### src/drp_pkg.sv
// Shared types and constants for the double round-and-pack pipeline.
package drp_pkg;

    localparam int SIG_W      = 64;
    localparam int EXP_IN_W   = 13;
    localparam int EXP_W      = 14;
    localparam int MSB_W      = 6;
    localparam int AMT_W      = 7;
    localparam logic [MSB_W-1:0] HIDDEN_POS = 6'd55;
    localparam logic [AMT_W-1:0] SHIFT_ALL  = 7'd64;
    localparam logic [10:0]      EXP_MAX    = 11'h7FF;
    localparam logic signed [EXP_W-1:0] EXP_INF = 14'sd2047;

    typedef struct packed {
        logic                       sign;
        logic signed [EXP_IN_W-1:0] exp;
        logic [SIG_W-1:0]           sig;
    } drp_in_t;

    typedef struct packed {
        logic                       sign;
        logic                       zero;
        logic signed [EXP_IN_W-1:0] exp;
        logic [SIG_W-1:0]           sig;
        logic [MSB_W-1:0]           msb;
    } drp_lead_t;

    typedef struct packed {
        logic                    sign;
        logic                    zero;
        logic                    left;
        logic [AMT_W-1:0]        amt;
        logic signed [EXP_W-1:0] exp;
        logic [SIG_W-1:0]        sig;
    } drp_plan_t;

    typedef struct packed {
        logic                    sign;
        logic                    zero;
        logic signed [EXP_W-1:0] exp;
        logic [SIG_W-1:0]        sig;
    } drp_norm_t;

endpackage

### src/drp_lead.sv
// Stage 1: register the operand and locate the leading one of the significand.
module drp_lead import drp_pkg::*; (
    input  logic      aclk,
    input  logic      aresetn,
    input  logic      in_valid,
    output logic      in_ready,
    input  drp_in_t   in_data,
    output logic      out_valid,
    input  logic      out_ready,
    output drp_lead_t out_data
);
    logic      vld_reg;
    drp_lead_t data_reg, data_next;

    always_comb begin
        data_next.sign = in_data.sign;
        data_next.exp  = in_data.exp;
        data_next.sig  = in_data.sig;
        data_next.zero = (in_data.sig == '0);
        data_next.msb  = '0;
        for (int i = 0; i < SIG_W; i++) begin
            if (in_data.sig[i]) begin
                data_next.msb = MSB_W'(i);
            end
        end
    end

    assign in_ready  = !vld_reg || out_ready;
    assign out_valid = vld_reg;
    assign out_data  = data_reg;

    always_ff @(posedge aclk) begin
        if (!aresetn) begin
            vld_reg <= 1'b0;
        end else if (in_ready) begin
            vld_reg <= in_valid;
        end
        if (in_ready && in_valid) begin
            data_reg <= data_next;
        end
    end
endmodule

### src/drp_plan.sv
// Stage 2: pick shift direction, amount and adjusted exponent.
module drp_plan import drp_pkg::*; (
    input  logic      aclk,
    input  logic      aresetn,
    input  logic      in_valid,
    output logic      in_ready,
    input  drp_lead_t in_data,
    output logic      out_valid,
    input  logic      out_ready,
    output drp_plan_t out_data
);
    logic      vld_reg;
    drp_plan_t data_reg, data_next;

    logic [3:0]              k;
    logic signed [EXP_W-1:0] e, ek, emax, nfull;
    logic [MSB_W-1:0]        lfull;

    always_comb begin
        e     = {in_data.exp[EXP_IN_W-1], in_data.exp};
        k     = (in_data.msb > HIDDEN_POS) ? 4'(in_data.msb - HIDDEN_POS) : 4'd0;
        ek    = e + $signed({10'd0, k});
        nfull = 14'sd1 - e;
        lfull = HIDDEN_POS - in_data.msb;
        emax  = e - 14'sd1;
        data_next.sign = in_data.sign;
        data_next.zero = in_data.zero;
        data_next.sig  = in_data.sig;
        if (ek < 14'sd1) begin
            // denormalize: sticky right shift up to exponent 1
            data_next.left = 1'b0;
            data_next.amt  = (nfull > 14'sd64) ? SHIFT_ALL : nfull[AMT_W-1:0];
            data_next.exp  = 14'sd1;
        end else if ((in_data.msb < HIDDEN_POS) && (e >= 14'sd2)) begin
            // normalize left, stop at exponent 1
            data_next.left = 1'b1;
            data_next.amt  = (emax < $signed({8'd0, lfull})) ? emax[AMT_W-1:0]
                                                             : {1'b0, lfull};
            data_next.exp  = e - $signed({7'd0, data_next.amt});
        end else begin
            data_next.left = 1'b0;
            data_next.amt  = {3'd0, k};
            data_next.exp  = ek;
        end
    end

    assign in_ready  = !vld_reg || out_ready;
    assign out_valid = vld_reg;
    assign out_data  = data_reg;

    always_ff @(posedge aclk) begin
        if (!aresetn) begin
            vld_reg <= 1'b0;
        end else if (in_ready) begin
            vld_reg <= in_valid;
        end
        if (in_ready && in_valid) begin
            data_reg <= data_next;
        end
    end
endmodule

### src/drp_shift.sv
// Stage 3: barrel shift the significand, keeping sticky on right shifts.
module drp_shift import drp_pkg::*; (
    input  logic      aclk,
    input  logic      aresetn,
    input  logic      in_valid,
    output logic      in_ready,
    input  drp_plan_t in_data,
    output logic      out_valid,
    input  logic      out_ready,
    output drp_norm_t out_data
);
    logic      vld_reg;
    drp_norm_t data_reg, data_next;
    logic [SIG_W-1:0] mask;
    logic             lost;

    always_comb begin
        mask = ~({SIG_W{1'b1}} << in_data.amt[MSB_W-1:0]);
        lost = |(in_data.sig & mask);
        data_next.sign = in_data.sign;
        data_next.zero = in_data.zero;
        data_next.exp  = in_data.exp;
        if (in_data.left) begin
            data_next.sig = in_data.sig << in_data.amt[MSB_W-1:0];
        end else if (in_data.amt >= SHIFT_ALL) begin
            data_next.sig = {{(SIG_W-1){1'b0}}, |in_data.sig};
        end else begin
            data_next.sig = (in_data.sig >> in_data.amt[MSB_W-1:0])
                          | {{(SIG_W-1){1'b0}}, lost};
        end
    end

    assign in_ready  = !vld_reg || out_ready;
    assign out_valid = vld_reg;
    assign out_data  = data_reg;

    always_ff @(posedge aclk) begin
        if (!aresetn) begin
            vld_reg <= 1'b0;
        end else if (in_ready) begin
            vld_reg <= in_valid;
        end
        if (in_ready && in_valid) begin
            data_reg <= data_next;
        end
    end
endmodule

### src/drp_round.sv
// Stage 4: round to nearest even, renormalize, pack into the output register.
module drp_round import drp_pkg::*; (
    input  logic        aclk,
    input  logic        aresetn,
    input  logic        in_valid,
    output logic        in_ready,
    input  drp_norm_t   in_data,
    output logic        out_valid,
    input  logic        out_ready,
    output logic [63:0] out_data
);
    logic        vld_reg;
    logic [63:0] data_reg, data_next;
    logic [SIG_W-1:0]        s;
    logic signed [EXP_W-1:0] e;
    logic [2:0]              g;
    logic                    up;

    always_comb begin
        g  = in_data.sig[2:0];
        up = (g > 3'd4) || ((g == 3'd4) && in_data.sig[3]);
        s  = in_data.sig + (up ? 64'd8 : 64'd0);
        e  = in_data.exp;
        if (s[56]) begin
            s = s >> 1;
            e = e + 14'sd1;
        end
        if (in_data.zero) begin
            data_next = {in_data.sign, 63'd0};
        end else if (!s[55]) begin
            data_next = {in_data.sign, 11'd0, s[54:3]};
        end else if (e >= EXP_INF) begin
            data_next = {in_data.sign, EXP_MAX, 52'd0};
        end else begin
            data_next = {in_data.sign, e[10:0], s[54:3]};
        end
    end

    assign in_ready  = !vld_reg || out_ready;
    assign out_valid = vld_reg;
    assign out_data  = data_reg;

    always_ff @(posedge aclk) begin
        if (!aresetn) begin
            vld_reg <= 1'b0;
        end else if (in_ready) begin
            vld_reg <= in_valid;
        end
        if (in_ready && in_valid) begin
            data_reg <= data_next;
        end
    end
endmodule

### src/double_round_and_pack.sv
// Usage:
// Converts a sign, a signed biased exponent and a working significand
// (hidden bit at 55, three guard bits) into a packed IEEE-754 double.
// Input channel s_*: one transaction per operand, accepted when
// s_tvalid and s_tready are both high at a rising edge of aclk.
// Output channel m_*: one transaction per operand, in order.
// Pipeline: four register stages (leading-one search, shift planning,
// barrel shift with sticky, round and pack). m_tvalid rises once the
// operand has passed every stage register; throughput is one
// transaction per cycle while the receiver keeps m_tready high.
// Each stage holds its own valid bit, so bubbles collapse: while the
// receiver stalls, upstream stages keep filling and s_tready drops only
// once all four stages hold data. Nothing is dropped or repeated.
// Reset (aresetn low, synchronous) clears all valid bits; the datapath
// registers are not reset.
module double_round_and_pack import drp_pkg::*; (
    input  logic        aclk,
    input  logic        aresetn,
    input  logic        s_tvalid,
    output logic        s_tready,
    // [0] sign_bit, [13:1] biased_exponent, [77:14] significand, [79:78] zero
    input  logic [79:0] s_tdata,
    output logic        m_tvalid,
    input  logic        m_tready,
    // [63:0] packed_double
    output logic [63:0] m_tdata
);
    drp_in_t   in_d;
    drp_lead_t lead_d;
    drp_plan_t plan_d;
    drp_norm_t norm_d;
    logic v1, r1, v2, r2, v3, r3;

    // Unpack the operand fields from the input transaction.
    assign in_d.sign = s_tdata[0];
    assign in_d.exp  = $signed(s_tdata[13:1]);
    assign in_d.sig  = s_tdata[77:14];

    drp_lead u_lead (
        .aclk(aclk), .aresetn(aresetn),
        .in_valid(s_tvalid), .in_ready(s_tready), .in_data(in_d),
        .out_valid(v1), .out_ready(r1), .out_data(lead_d)
    );

    drp_plan u_plan (
        .aclk(aclk), .aresetn(aresetn),
        .in_valid(v1), .in_ready(r1), .in_data(lead_d),
        .out_valid(v2), .out_ready(r2), .out_data(plan_d)
    );

    drp_shift u_shift (
        .aclk(aclk), .aresetn(aresetn),
        .in_valid(v2), .in_ready(r2), .in_data(plan_d),
        .out_valid(v3), .out_ready(r3), .out_data(norm_d)
    );

    drp_round u_round (
        .aclk(aclk), .aresetn(aresetn),
        .in_valid(v3), .in_ready(r3), .in_data(norm_d),
        .out_valid(m_tvalid), .out_ready(m_tready), .out_data(m_tdata)
    );

`ifndef ASSERT_OFF
    // Input backpressure only when the whole pipe is full and stalled.
    a_full_stall: assert property (@(posedge aclk) disable iff (!aresetn)
        !s_tready |-> (v1 && v2 && v3 && m_tvalid && !m_tready))
        else $error("s_tready low without a full stalled pipeline");

    a_reset_clear: assert property (@(posedge aclk)
        !aresetn |=> !m_tvalid)
        else $error("output valid after reset");

    // A stalled shift-stage entry holds its value.
    a_stage_hold: assert property (@(posedge aclk) disable iff (!aresetn)
        (v3 && !r3) |=> (v3 && $stable(norm_d)))
        else $error("shift stage changed while stalled");
`endif
endmodule

### config.mk
export PLATFORM = sky130hd
export DESIGN_NAME = double_round_and_pack
export DESIGN_NICKNAME = d
export VERILOG_FILES = /design/src/drp_pkg.sv /design/src/drp_lead.sv /design/src/drp_plan.sv /design/src/drp_shift.sv /design/src/drp_round.sv /design/src/double_round_and_pack.sv
export SDC_FILE = /design/constraint.sdc
export NUM_CORES = 1
export LEC_CHECK = 0
export BUFFER_PORTS_ARGS = -buffer_cell sky130_fd_sc_hd__buf_2
export CAP_MARGIN = 5
export CORE_ASPECT_RATIO = 2
export CORE_UTILIZATION = 60
export CTS_BUF_LIST = sky130_fd_sc_hd__clkbuf_4 sky130_fd_sc_hd__clkbuf_8
export DETAILED_ROUTE_END_ITERATION = 10
export PLACE_DENSITY = 0.79
export SLEW_MARGIN = 30
export SYNTH_ARGS = -nofsm -noshare
export SYNTH_HDL_FRONTEND = slang
export SYNTH_SLANG_ARGS = --single-unit
### constraint.sdc
create_clock -name aclk -period 18.85 [get_ports aclk]
set_input_delay 4.7125 -clock aclk [delete_from_list [all_inputs] [get_ports aclk]]
set_output_delay 4.7125 -clock aclk [all_outputs]
set_load 0.02 [all_outputs]
==> summary.md <==
| Metric | Value |
|---|---|
| Worst slew margin | 0.269 |
| WS Path Type | primary input to primary output |
| Post-synth top cells | 368 x nor2_1, 310 x edfxtp_1, 138 x mux2i_1, 134 x a21oi_1, 134 x clkbuf_1 |
| PD cells | 71.6 nW/um2 |
| Via Count | 18900 |
| Max-Cap Viols | 0 |
| Synth Register Bits | 314 |
| # rows | 99 |
| Global-route wire length before repair | 105000 um |
| Insertion delay to the later sink of the worst-skew pair | 0.61 ns |
| Synthesis-to-layout area growth | 8.57% |
| Top_reg_cell synth | edfxtp_1 |
| Maximum VDD drop | 0.109 mV |
| Clk root buf | clkbuf_8 |
| Worst Path Required | 14.14 ns |
| Period minus WS final | 10.72 ns |
| Initial antenna violation count | 2 |
| GR Util All Layers | 0.367 |
| Area after DPL | 23100 um2 |
| H-tree depth | 2 |
| Fraction of layout cells with a size suffix above 1 | 0.176 |
| Cell area after layout | 24100 um2 |
| Worst reg2reg path depth | 23 |
| Final WS setup | 8.13 ns |
| Leak | 8.67 nW |
| Final period util | 0.569 |
| Clock skew | 0.0262 ns |
| DIE AREA | 37800 um2 |
| Hold path depth | 0 |
| Die X | 138 um |
| Starting Density | 0.610 |
| Core area | 36400 um2 |
| Most frequent CP cell | buf_2 |
| Most common cell in the netlist | nor2_1 |
| Total power | 1.73 mW |
| Sequential share of the synthesized area | 0.423 |
| Post-placement cell count | 2667 |
| Setup total negative slack | 0 ns |
| Largest net degree at the start of global routing | 154 |
| GP Congestion | 1.08 |
| Unrepaired setup endpoints after global routing | no |
| Via-per-instance ratio | 6.90 |
| RR Startpoint | u_lead.out_data[71] |
| Fin. Hold Viols | 0 |
| Mapped Area | 22200 um2 |
| Pre-CTS WS | 8.16 ns |
| Worst setup EP type | primary output |
| DR iter-0 viols | 2175 |
| Yosys top cell area share | 0.419 |
| Post-Syn Nets | 2324 |
| Slowest cell on crit path | and2_0 |
| Async SR Flop Fraction | 0 |
| Final slew viol count | 0 |
| Critical R2R Capture | u_plan.out_data[74] |
| Crit path DAT | 6.01 ns |
| Max Clk Rate | 0.0933 GHz |
| Dpl hpwl | 51300 um |
| Hold path start | u_lead.out_data[33] |
| Worst-margin pin slew | 1.09 ns |
| Area leader, netlist | edfxtp_1 |
| Worst hold slack | 0.417 ns |
| DR pass1 iterations | 8 |
| Reg2reg setup slack | 13.03 ns |
| Number of nets in the layout | 2367 |
| Status | completed |
| Crit path max-delay family | simple AND/OR/NAND/NOR gates |
| WHS Endpoint | u_plan.out_data[27] |
| Cells after synthesis | 2215 |
| Finished Layout Cells | 2745 |
| Drt total wl | 70300 um |
| Bufs on Longest Clock Path | 3 |
| Largest cells by area after synthesis | edfxtp_1 42%, mux4_2 9.2%, mux2i_1 6.2% |
| Wirelength per Cell | 25.6 um |
| Max incr delay on CP | 0.55 ns |
| Clock slew at reported path FFs | 0.07 ns |
| Post-synth EDFFs | 310 |
| Post-Route Utilization | 0.662 |
| Die Height | 274 um |
| Worst-path maximum fanout | 6 |
| IO Port Bufs | 147 |
| Vias in the first global route | 17900 |
| CTS resizes | 0 |
| Num CTS Buffers | 42 |
| Cell count along the critical path | 5 |
| Post-CTS Setup Inserts | 0 |
| CP cell instances | buf_2 -> nor2b_1 -> and2_0 -> nand3_1 -> buf_2 |
| Worst Path Buf+Inv | 2 |
| Post-synthesis area per instance | 10.0 um2 |
| IO Pins | 150 |
| HP Class | flip-flop to flip-flop |
| GRT overflow | 0 |
| Post-CTS Hold Fix Bufs | 0 |
| Post-DRT Antenna Nets | 0 |
| Synth unique cells | 78 |
| Setup Viol. Count Final | 0 |
| Synth warn | 0 |
| # DRC | 0 |
| Clock Sinks | 314 |
| Crit start category | primary input |
| CTS tree | done |
[worst max path at each step]
stage          slack (ns)  startpoint                  to
2_1_floorplan        6.79    m_tready  u_plan.out_data[0]
3_3_place_gp         8.23    m_tready            s_tready
3_5_place_dp         8.16    m_tready            s_tready
4_1_cts              8.11    m_tready            s_tready
5_1_grt              8.02    m_tready            s_tready
6_report             8.13    m_tready            s_tready
[power breakdown]
part	internal [mW]	total [mW]	switching, mW
clock	0.316	0.576	0.259
combinational	0.116	0.315	0.198
sequential	0.807	0.836	0.0296
[cell families after synthesis]
family,count (synthesis),synth area share
AO/OA/AOI/OAI,509,0.152
adder cells (fa/ha/maj),25,0.0148
AND/OR/NAND/NOR,792,0.165
flip-flops,314,0.423
multiplexers,264,0.172
buffers and inverters,224,0.0391
XOR/XNOR,87,0.0343
[sequential cells by signal, summed over array words and instances (netlist names)]
| name | flops |
|---|---|
| u_plan.out_valid | 1 |
| u_round.out_data | 64 |
| u_shift.out_data | 73 |
| u_plan.out_data | 88 |
| u_lead.out_data | 85 |
| u_round.out_valid | 1 |
| u_lead.out_valid | 1 |
| u_shift.out_valid | 1 |
[cells in the final DEF, fill, tap and decap left out, drive strengths merged, types with 13 or more instances in the layout]
master,instances
mux2i,138
o21ai,82
xnor2,38
xor2,49
nand2b,16
nand3,60
mux2,35
and3,21
clkbuf,52
o22ai,53
nor3,49
o31ai,13
nand2,125
mux4,91
a2111oi,43
nor4,44
edfxtp,310
o211ai,14
a22o,29
nand4,21
and2,33
nor2,368
a211oi,34
inv,47
buf,177
ha,23
nor2b,13
a21oi,135
clkinv,13
[cell type report]
cell class | instances | area (um2)
tap | 454 | 568
sequential | 314 | 9390
clock buffer | 51 | 652
antenna | 1 | 2.50
fill | 2832 | 12300
timing repair buffer | 178 | 1010
clock inverter | 25 | 295
inverter | 45 | 171
multi-input combinational | 1677 | 12000
[per-layer routing]
metal | global-route usage | up-vias | routed length [um]
li1 | - | 8553 | -
met1 | 0.385 | 9031 | 23400
met2 | 0.639 | 1068 | 34800
met3 | 0.0583 | 286 | 5230
met4 | 0.316 | 0 | 6830
met5 | 0 | - | 0
Power figures use the tool's default switching activity.
